### src/design/ospt_pkg.sv
`timescale 1ns / 1ps
`default_nettype none
// ----------------------------------------------------------------------------
// ospt_pkg
// Types, codes and constants shared by the timer pool modules.
// ----------------------------------------------------------------------------
package ospt_pkg;

	localparam int NUM_TIMERS_DEF = 16;
	localparam logic [7:0] TPU_RESET = 8'd10;

	localparam logic [2:0] OP_CREATE  = 3'd0;
	localparam logic [2:0] OP_START   = 3'd1;
	localparam logic [2:0] OP_STOP    = 3'd2;
	localparam logic [2:0] OP_DELETE  = 3'd3;
	localparam logic [2:0] OP_TICK    = 3'd4;
	localparam logic [2:0] OP_REMAIN  = 3'd5;
	localparam logic [2:0] OP_STATE   = 3'd6;
	localparam logic [2:0] OP_ILLEGAL = 3'd7;

	localparam logic [1:0] SM_SILENT  = 2'd0;
	localparam logic [1:0] SM_NOTIFY  = 2'd1;
	localparam logic [1:0] SM_ARG     = 2'd2;
	localparam logic [1:0] SM_INVALID = 2'd3;

	localparam logic [1:0] ST_UNUSED    = 2'd0;
	localparam logic [1:0] ST_STOPPED   = 2'd1;
	localparam logic [1:0] ST_RUNNING   = 2'd2;
	localparam logic [1:0] ST_COMPLETED = 2'd3;

	localparam logic [1:0] KIND_REPLY  = 2'd0;
	localparam logic [1:0] KIND_EVENT  = 2'd1;
	localparam logic [1:0] KIND_DONE   = 2'd2;

	localparam logic [3:0] STS_OK       = 4'd0;
	localparam logic [3:0] STS_BADH     = 4'd1;
	localparam logic [3:0] STS_INACTIVE = 4'd2;
	localparam logic [3:0] STS_BADOPT   = 4'd3;
	localparam logic [3:0] STS_BADDLY   = 4'd4;
	localparam logic [3:0] STS_BADPER   = 4'd5;
	localparam logic [3:0] STS_NOFREE   = 4'd6;
	localparam logic [3:0] STS_STOPPED  = 4'd7;
	localparam logic [3:0] STS_NOHAND   = 4'd8;

	localparam logic [1:0] MODE_ONESHOT  = 2'd1;
	localparam logic [1:0] MODE_PERIODIC = 2'd2;

	typedef struct packed {
		logic [2:0]  opcode;
		logic [3:0]  slot_id;
		logic [15:0] delay_units;
		logic [15:0] period_units;
		logic [1:0]  mode_code;
		logic        has_handler;
		logic [1:0]  stop_mode;
		logic        arg_present;
	} req_t;

	typedef struct packed {
		logic [1:0]  kind;
		logic [3:0]  handle;
		logic [3:0]  status;
		logic [31:0] value;
		logic        last;
	} rsp_t;

	typedef enum logic [2:0] {
		S_IDLE, S_CMD, S_SCAN, S_DONE, S_OUT
	} state_t;

	// Controller to datapath.
	typedef struct packed {
		logic load;     // capture request
		logic exec;     // run one non-tick command, emit reply
		logic tick_inc; // advance counter, reset scan index
		logic scan;     // examine one slot
		logic done;     // emit tick done item
		logic out_pop;  // output register taken
	} cmd_t;

	// Datapath to controller.
	typedef struct packed {
		logic is_tick;
		logic scan_last;
		logic out_full;
		logic pend;     // a second result waits behind the output register
	} sts_t;

endpackage
`default_nettype wire

### src/design/ospt_ctrl.sv
`timescale 1ns / 1ps
`default_nettype none
// ----------------------------------------------------------------------------
// ospt_ctrl
// Sequencer: command, tick scan and output hand-off.
// ----------------------------------------------------------------------------
module ospt_ctrl (
	input  wire logic          clk,
	input  wire logic          arst_n,
	input  wire logic          in_fire,
	input  wire logic          out_fire,
	input  wire ospt_pkg::sts_t sts,
	output ospt_pkg::cmd_t     cmd,
	output logic               busy
);
	import ospt_pkg::*;

	state_t state_q, state_d;

	always_ff @(posedge clk or negedge arst_n) begin
		if (!arst_n) state_q <= S_IDLE;
		else state_q <= state_d;
	end

	always_comb begin
		state_d = state_q;
		cmd = '0;
		cmd.out_pop = out_fire;
		busy = (state_q != S_IDLE);
		unique case (state_q)
			S_IDLE: begin
				if (in_fire) begin
					cmd.load = 1'b1;
					state_d = S_CMD;
				end
			end
			S_CMD: begin
				if (sts.is_tick) begin
					cmd.tick_inc = 1'b1;
					state_d = S_SCAN;
				end else if (!sts.out_full || out_fire) begin
					cmd.exec = 1'b1;
					state_d = S_OUT;
				end
			end
			S_SCAN: begin
				if (!sts.out_full || out_fire) begin
					cmd.scan = 1'b1;
					if (sts.scan_last) state_d = S_DONE;
				end
			end
			S_DONE: begin
				if (!sts.out_full || out_fire) begin
					cmd.done = 1'b1;
					state_d = S_OUT;
				end
			end
			S_OUT: begin
				if (!sts.pend && (!sts.out_full || out_fire)) state_d = S_IDLE;
			end
			default: state_d = S_IDLE;
		endcase
	end

endmodule
`default_nettype wire

### src/design/ospt_dp.sv
`timescale 1ns / 1ps
`default_nettype none
// ----------------------------------------------------------------------------
// ospt_dp
// Timer slot storage, tick counter and result register.
// ----------------------------------------------------------------------------
module ospt_dp #(
	parameter int NUM_TIMERS = ospt_pkg::NUM_TIMERS_DEF
) (
	input  wire logic           clk,
	input  wire logic           arst_n,
	input  wire ospt_pkg::cmd_t cmd,
	input  wire ospt_pkg::req_t req,
	input  wire logic [7:0]     tpu,
	output ospt_pkg::sts_t      sts,
	output ospt_pkg::rsp_t      rsp,
	output logic                rsp_valid
);
	import ospt_pkg::*;

	localparam int SLOTS = (NUM_TIMERS < 16) ? NUM_TIMERS : 16;
	localparam int IW = 4;

	req_t        r_q;
	logic [31:0] tick_q;
	logic [4:0]  free_q;
	logic [1:0]  st_q [SLOTS];
	logic [1:0]  fl_q [SLOTS];
	logic [31:0] dly_q [SLOTS];
	logic [31:0] per_q [SLOTS];
	logic [31:0] mat_q [SLOTS];
	logic [IW-1:0] idx_q;
	rsp_t        out_q;
	logic        full_q;
	rsp_t        pend_q;
	logic        pend_v_q;

	logic        ok_id;
	logic [1:0]  cst;
	logic [IW-1:0] free_i;
	logic        any_free;
	logic [31:0] m_dly, m_per;
	logic        hit;
	logic        load_out;

	assign ok_id = ({1'b0, r_q.slot_id} < 5'(SLOTS));
	assign cst = ok_id ? st_q[r_q.slot_id] : ST_UNUSED;
	assign m_dly = {16'd0, r_q.delay_units} * {24'd0, tpu};
	assign m_per = {16'd0, r_q.period_units} * {24'd0, tpu};

	// A scanned slot that expires on this tick.
	assign hit = cmd.scan && st_q[idx_q] == ST_RUNNING && mat_q[idx_q] == tick_q;
	// Any new result written into the output register this cycle.
	assign load_out = hit || cmd.done || cmd.exec;

	always_comb begin
		free_i = '0;
		any_free = 1'b0;
		for (int i = SLOTS - 1; i >= 0; i--) begin
			if (st_q[i] == ST_UNUSED) begin
				free_i = IW'(i);
				any_free = 1'b1;
			end
		end
	end

	assign sts.is_tick = (r_q.opcode == OP_TICK);
	assign sts.scan_last = ({1'b0, idx_q} == 5'(SLOTS - 1));
	assign sts.out_full = full_q;
	assign sts.pend = pend_v_q;
	assign rsp = out_q;
	assign rsp_valid = full_q;

	function automatic rsp_t mk(input logic [1:0] k, input logic [3:0] h,
			input logic [3:0] s, input logic [31:0] v, input logic l);
		rsp_t x;
		x.kind = k; x.handle = h; x.status = s; x.value = v; x.last = l;
		return x;
	endfunction

	// Reply for a non-tick command and whether a notify precedes it.
	rsp_t  rep;
	logic  notify;
	always_comb begin
		rep = mk(KIND_REPLY, r_q.slot_id, STS_OK, 32'd0, 1'b1);
		notify = 1'b0;
		if (r_q.opcode == OP_CREATE) begin
			rep.handle = '0;
			if (r_q.mode_code == MODE_ONESHOT && r_q.delay_units == 16'd0)
				rep.status = STS_BADDLY;
			else if (r_q.mode_code == MODE_PERIODIC && r_q.period_units == 16'd0)
				rep.status = STS_BADPER;
			else if (r_q.mode_code != MODE_ONESHOT && r_q.mode_code != MODE_PERIODIC)
				rep.status = STS_BADOPT;
			else if (!any_free)
				rep.status = STS_NOFREE;
			else
				rep.handle = 4'(free_i);
		end else if (r_q.opcode == OP_ILLEGAL) begin
			rep.status = STS_BADOPT;
		end else if (!ok_id) begin
			rep.status = STS_BADH;
		end else if (cst == ST_UNUSED) begin
			rep.status = STS_INACTIVE;
		end else begin
			case (r_q.opcode)
				OP_STOP: begin
					if (r_q.stop_mode == SM_INVALID) rep.status = STS_BADOPT;
					else if (cst == ST_STOPPED) rep.status = STS_STOPPED;
					else if (r_q.stop_mode != SM_SILENT && !fl_q[r_q.slot_id][0])
						rep.status = STS_NOHAND;
					else if (r_q.stop_mode == SM_ARG && !r_q.arg_present)
						rep.status = STS_NOHAND;
					else notify = (r_q.stop_mode != SM_SILENT);
				end
				OP_REMAIN: rep.value = mat_q[r_q.slot_id] - tick_q;
				OP_STATE:  rep.value = {30'd0, cst};
				default: ;
			endcase
		end
	end

	logic [31:0] tick_n;
	assign tick_n = tick_q + 32'd1;

	// Control registers.
	always_ff @(posedge clk or negedge arst_n) begin
		if (!arst_n) begin
			tick_q <= '0;
			free_q <= 5'(SLOTS);
			full_q <= 1'b0;
			pend_v_q <= 1'b0;
			idx_q <= '0;
			for (int i = 0; i < SLOTS; i++) begin
				st_q[i] <= ST_UNUSED;
				fl_q[i] <= '0;
			end
		end else begin
			if (load_out) full_q <= 1'b1;
			else if (cmd.out_pop) full_q <= pend_v_q;
			if (cmd.exec) pend_v_q <= notify;
			else if (cmd.out_pop) pend_v_q <= 1'b0;
			if (cmd.tick_inc) begin
				tick_q <= tick_n;
				idx_q <= '0;
			end
			if (cmd.scan) idx_q <= idx_q + IW'(1);
			if (hit) st_q[idx_q] <= fl_q[idx_q][1] ? ST_RUNNING : ST_COMPLETED;
			if (cmd.exec) begin
				if (r_q.opcode == OP_CREATE && rep.status == STS_OK) begin
					st_q[free_i] <= ST_STOPPED;
					fl_q[free_i] <= {r_q.mode_code == MODE_PERIODIC, r_q.has_handler};
					if (free_q != 5'd0) free_q <= free_q - 5'd1;
				end else if (ok_id && cst != ST_UNUSED && r_q.opcode != OP_ILLEGAL) begin
					if (r_q.opcode == OP_START) st_q[r_q.slot_id] <= ST_RUNNING;
					else if (r_q.opcode == OP_STOP && rep.status == STS_OK)
						st_q[r_q.slot_id] <= ST_STOPPED;
					else if (r_q.opcode == OP_DELETE) begin
						st_q[r_q.slot_id] <= ST_UNUSED;
						fl_q[r_q.slot_id] <= '0;
						if (free_q < 5'(SLOTS)) free_q <= free_q + 5'd1;
					end
				end
			end
		end
	end

	// Payload registers.
	always_ff @(posedge clk) begin
		if (cmd.load) r_q <= req;
		if (cmd.out_pop && !load_out) out_q <= pend_q;
		if (cmd.exec) begin
			if (notify) begin
				out_q <= mk(KIND_EVENT, r_q.slot_id, STS_OK, 32'd0, 1'b0);
				pend_q <= rep;
			end else out_q <= rep;
			if (r_q.opcode == OP_CREATE && rep.status == STS_OK) begin
				dly_q[free_i] <= m_dly;
				per_q[free_i] <= m_per;
				mat_q[free_i] <= '0;
			end else if (ok_id && cst != ST_UNUSED && r_q.opcode == OP_START) begin
				if (fl_q[r_q.slot_id][1]) begin
					mat_q[r_q.slot_id] <= tick_q + ((dly_q[r_q.slot_id] == 32'd0)
						? per_q[r_q.slot_id] : dly_q[r_q.slot_id]);
					dly_q[r_q.slot_id] <= '0;
				end else mat_q[r_q.slot_id] <= tick_q + dly_q[r_q.slot_id];
			end else if (ok_id && cst != ST_UNUSED && r_q.opcode == OP_DELETE) begin
				dly_q[r_q.slot_id] <= '0;
				per_q[r_q.slot_id] <= '0;
			end
		end
		if (hit) begin
			out_q <= mk(KIND_EVENT, 4'(idx_q), fl_q[idx_q][0] ? STS_OK : STS_NOHAND,
				32'd0, 1'b0);
			if (fl_q[idx_q][1]) begin
				mat_q[idx_q] <= tick_q + ((dly_q[idx_q] == 32'd0)
					? per_q[idx_q] : dly_q[idx_q]);
				dly_q[idx_q] <= '0;
			end
		end
		if (cmd.done) out_q <= mk(KIND_DONE, 4'd0, STS_OK, tick_q, 1'b1);
	end

	a_pend_only_full: assert property (@(posedge clk) disable iff (!arst_n)
		pend_v_q |-> full_q) else $error("pending result without output");
	a_free_range: assert property (@(posedge clk) disable iff (!arst_n)
		free_q <= 5'(SLOTS)) else $error("free count out of range");
	a_done_last: assert property (@(posedge clk) disable iff (!arst_n)
		$past(cmd.done) |-> (out_q.kind == KIND_DONE && out_q.last))
		else $error("done item malformed");

endmodule
`default_nettype wire

### src/design/one_shot_periodic_timer_pool_core.sv
`timescale 1ns / 1ps
`default_nettype none
// ----------------------------------------------------------------------------
// one_shot_periodic_timer_pool_core
// Command driven pool of one-shot and periodic timers.
// ----------------------------------------------------------------------------
// Requests arrive on in_valid/in_stall as one req_t; results leave on
// out_valid/out_stall as rsp_t items, the last of each request marked last.
// The block takes one request at a time. A plain command runs through
// capture, execute and hand-off of the reply. A stop that notifies
// sends two items. A tick advances the 32-bit counter and then scans one
// slot per cycle while the output register can take a result. Every slot
// that matches sends an expiry item, and the tick ends with a done item
// carrying the new count. When the receiver stalls, the result stays in
// the output register and the scan waits. The ticks_per_unit register
// is written on cfg_valid and cfg_ready and is read at create. Reset
// clears the counter, frees all slots and sets ticks_per_unit to ten.
// ----------------------------------------------------------------------------
module one_shot_periodic_timer_pool_core #(
	parameter int NUM_TIMERS = ospt_pkg::NUM_TIMERS_DEF
) (
	input  wire logic           clk,
	input  wire logic           arst_n,
	input  wire logic           in_valid,
	output logic                in_stall,
	input  wire ospt_pkg::req_t in_data,
	output logic                out_valid,
	input  wire logic           out_stall,
	output ospt_pkg::rsp_t      out_data,
	input  wire logic           cfg_valid,
	output logic                cfg_ready,
	input  wire logic [7:0]     cfg_data
);
	import ospt_pkg::*;

	cmd_t cmd;
	sts_t sts;
	logic busy;
	logic [7:0] tpu_q;

	assign in_stall = busy;
	assign cfg_ready = 1'b1;

	always_ff @(posedge clk or negedge arst_n) begin
		if (!arst_n) tpu_q <= TPU_RESET;
		else if (cfg_valid) tpu_q <= cfg_data;
	end

	ospt_ctrl u_ctrl (
		.clk(clk), .arst_n(arst_n),
		.in_fire(in_valid && !busy),
		.out_fire(out_valid && !out_stall),
		.sts(sts), .cmd(cmd), .busy(busy)
	);

	ospt_dp #(.NUM_TIMERS(NUM_TIMERS)) u_dp (
		.clk(clk), .arst_n(arst_n), .cmd(cmd), .req(in_data), .tpu(tpu_q),
		.sts(sts), .rsp(out_data), .rsp_valid(out_valid)
	);

endmodule
`default_nettype wire
### config.mk
export PLATFORM = sky130hd
export DESIGN_NAME = one_shot_periodic_timer_pool_core
export DESIGN_NICKNAME = d
export VERILOG_FILES = /design/src/design/ospt_pkg.sv /design/src/design/ospt_ctrl.sv /design/src/design/ospt_dp.sv /design/src/design/one_shot_periodic_timer_pool_core.sv
export SDC_FILE = /design/constraint.sdc
export NUM_CORES = 2
export LEC_CHECK = 0
export BUFFER_PORTS_ARGS = -buffer_cell sky130_fd_sc_hd__buf_2
export CAP_MARGIN = 0
export CORE_MARGIN = 4
export CORE_UTILIZATION = 60
export DETAILED_ROUTE_END_ITERATION = 8
export PLACE_DENSITY = 0.82
export SYNTH_ARGS = -nofsm -noshare
export SYNTH_HDL_FRONTEND = slang
export SYNTH_SLANG_ARGS = --single-unit
### constraint.sdc
create_clock -name clk -period 16.45 [get_ports clk]
set_input_delay 2.4675 -clock clk [delete_from_list [all_inputs] [get_ports clk]]
set_output_delay 2.4675 -clock clk [all_outputs]
set_load 0.03 [all_outputs]
==> results.json <==
{
  "most-common-layout-cells": "edfxtp_1 (1397), mux4_2 (782), nand2_1 (336)",
  "final_cell_area_sq_um": 91400,
  "yosys.area_share.xor_xnor_pct": 1.87,
  "clk_pin_slew_ns": 0.06,
  "top_level_ports": 104,
  "timing.critical_path.to_type": "register",
  "grt_usage_pct": 35.4,
  "cts_sinks": 1525,
  "final-setup-viol-count": 0,
  "register_area_sq_um": 45100,
  "max_slew.worst_pin.slew_ns": 1.36,
  "maxSlewHeadroom_pct": 9.28,
  "core_area_sq_um": 138000,
  "cp-start-kind": "register",
  "cts_setup_buffers": 0,
  "timing.final.crit_period_ns": 9.53,
  "rrSetupSlack_ns": 6.92,
  "fmax_ghz": 0.105,
  "post_synth_fa_ha_maj_area_fraction_pct": 6.81,
  "number_of_storage_elements_in_the_synthesis_netlist": 1525,
  "drt-pass1-iter-count": 7,
  "criticalPathCategory": "reg2reg",
  "number_of_nets_in_the_final_layout": 5802,
  "critical_path_arrival_ns": 9.88,
  "finalCoreUtilization_pct": 66.2,
  "worst-path-max-fanout": 62,
  "worstRegToRegCells": 21,
  "synth_top_family_by_area": "multiplexers",
  "post-route-period-util_pct": 57.9,
  "gpl.final_weighted_congestion": 0.991,
  "area_occupied_by_multi_input_gates_sq_um": 36500,
  "routed_wl_um": 255000,
  "vias": 54900,
  "synth-edff-count": 1397,
  "synth_nets": 5753,
  "synth_flop_cell": "edfxtp_1",
  "portBuffers": 102,
  "buffer_depth_of_the_longest_clock_path": 3,
  "floorplan.die.width_um": 381,
  "synthSimpleGateAreaFrac_pct": 6.21,
  "cts_inserted_buffers": 159,
  "synth-compound-area-share_pct": 5.50,
  "maximum_number_of_pins_on_one_net_before_global_route_repair": 149,
  "yosys_warnings": 0,
  "die_y_um": 381,
  "hold_viol_final": 0,
  "detail-route-antenna-nets": 0,
  "post-route-drc-count": 0,
  "worst_hold_path_type": "reg2reg",
  "dpl_cell_area_sq_um": 86300,
  "finClkSkew_ns": 0.0456,
  "report.final.slew_viol_count": 0,
  "grt_overflow_total": 0,
  "grt_first_pass_wirelength_um": 375000,
  "worst_r2r_endpoint": "u_dp.mat_q[1][26]",
  "synth.distinct_cells": 99,
  "tritoncts_clock_tree": "built",
  "fillers": 8864,
  "first_global_vias": 55300,
  "cts.root.buffer_cell": "clkbuf_16",
  "first_iter_violations": 9170,
  "asyncSetResetFlopFracSynth_pct": 7.41,
  "tns_setup_ns": 0,
  "worst_skew_pair.late_latency_ns": 0.83,
  "grt_setup_unrepaired": "false",
  "detail_routed_via_count_per_cell": 7.43,
  "synthCells": 5342,
  "place.detailed.hpwl_um": 156000,
  "cp-endpoint": "u_dp.mat_q[1][26]",
  "fraction_of_synthesized_area_in_multiplexers_pct": 22.8,
  "drive_gt1_share_pct": 24.7,
  "timing.critical_path.required_ns": 16.80,
  "cts-htree-levels": 4,
  "synth-seq-area-share_pct": 53.9,
  "post_cts_resize_count": 0,
  "outcome": "complete, no violations",
  "floorplan.initialDensity_pct": 60.6,
  "design.die.area_sq_um": 146000,
  "placement_rows": 136,
  "routed_wire_length_per_instance_um": 34.5,
  "antenna_found_initial": 13,
  "max_cap_viol_count": 0,
  "most_frequent_standard_cell_in_the_layout_excluding_fill_and_tap_cells": "edfxtp_1",
  "cts.hold.buffers_added": 0,
  "avgSynthCellArea_sq_um": 15.7,
  "synth_area_sq_um": 83700,
  "flow.area_growth_from_synthesis_pct": 9.20
}
==> logic make-up (layout without fill, tap and decap cells) <==
family	Yosys count	in the layout
adders and majority gates	353	353
xor gates and xnor gates	179	179
DFF	1525	1525
other	1	8
buffers and inverters	584	759
and+or+nand+nor	1087	1087
AOI/OAI and AO/OA	692	692
muxes	921	921
==> metal layers <==
metal	wire [um]	vias to the layer above	GRT usage (%)
li1	-	21200	-
met1	83400	27700	44.8
met2	118000	4772	54.5
met3	34100	1127	10.3
met4	19100	12	21.4
met5	71	-	0
==> flip-flops by register name, summed over array words and instances (netlist names), named ones only <==
register,cells
u_dp.r_q,45
u_ctrl.state_q,3
u_dp.st_q,32
tpu_q,8
u_dp.fl_q,32
u_dp.dly_q,384
u_dp.tick_q,32
u_dp.pend_v_q,1
u_dp.pend_q,40
u_dp.mat_q,512
u_dp.per_q,384
u_dp.rsp,43
u_dp.idx_q,4
u_dp.rsp_valid,1
==> worst min path at each step <==
stage,endpoint,from,depth (start not counted),slack (ns)
after floorplan,u_dp.fl_q[18],u_dp.fl_q[18],2,0.46
after global placement,u_dp.rsp[42],u_dp.rsp[42],2,0.46
after detailed placement,u_dp.rsp[42],u_dp.rsp[42],2,0.47
after CTS,u_dp.rsp[42],u_dp.rsp[42],2,0.48
after global routing,u_dp.rsp[42],u_dp.rsp[42],2,0.50
final,u_dp.rsp[42],u_dp.rsp[42],2,0.48
==> cells in the mapped netlist (25+ instances only) <==
| library cell | count | share of area, % |
|---|---|---|
| mux4_2 | 782 | 21 |
| a211oi_1 | 25 | 0.22 |
| o22ai_1 | 56 | 0.42 |
| nand2_1 | 336 | 1.5 |
| ha_1 | 182 | 2.7 |
| edfxtp_1 | 1397 | 50 |
| xor2_1 | 55 | 0.58 |
| clkbuf_1 | 170 | 0.76 |
| nor2_1 | 272 | 1.2 |
| o21ai_0 | 131 | 0.78 |
| buf_1 | 74 | 0.33 |
| and2_1 | 130 | 0.97 |
| nand2b_1 | 33 | 0.25 |
| nor4_1 | 27 | 0.20 |
| mux2_2 | 29 | 0.39 |
| dfrtp_1 | 111 | 3.3 |
| a21oi_1 | 141 | 0.84 |
| nor2b_1 | 29 | 0.22 |
| a21o_1 | 97 | 0.87 |
| nor3_1 | 74 | 0.44 |
| inv_1 | 252 | 1.1 |
| fa_1 | 171 | 4.1 |
| a22oi_1 | 41 | 0.37 |
| nand3_1 | 66 | 0.39 |
| and3_1 | 39 | 0.29 |
| mux2i_1 | 108 | 1.3 |
| buf_2 | 49 | 0.29 |
| xnor2_1 | 124 | 1.3 |
==> per-stage QoR <==
stage | cells | worst slack, ns | hold slack, ns
2_1_floorplan | 5342 | 8.75 | 0.461
3_3_place_gp | 7093 | 7.55 | 0.458
3_5_place_dp | 7093 | 7.40 | 0.469
4_1_cts | 7380 | 7.30 | 0.477
5_1_grt | 7380 | 6.44 | 0.496
6_report | 7387 | 6.92 | 0.483
==> worst max-delay path: stages (launching register included) <==
cell and delay [ns]:
dfxtp_4 0.82, buf_4 0.85, mux4_2 0.42, mux4_2 0.54
nor4_1 0.67, nand4_1 0.16, nor2_1 0.29, o21ai_0 0.17
inv_1 0.71, a21o_1 0.23, ha_1 0.27, a21oi_1 0.23
nand2_1 0.14, a211o_1 0.32, o211a_1 0.25, a311o_1 0.39
o21ai_0 0.39, o21ai_0 0.29, a311oi_1 0.88, o2bb2ai_1 0.28
nand4_1 0.17, nand4_1 0.52
==> area by class of cell <==
class | instances | area share (%)
Clock inverter | 85 | 0.928
Tap cell | 1863 | 2.55
Clock buffer | 202 | 4.61
Timing Repair Buffer | 215 | 1.59
Multi-Input combinational cell | 3233 | 39.9
Antenna cell | 7 | 0.0192
Sequential cell | 1525 | 49.4
Inverter | 257 | 1.06
Power is left out: the tool's default activity adds up to more than one toggle a clock period on the data nets, which glitch-free logic cannot reach.
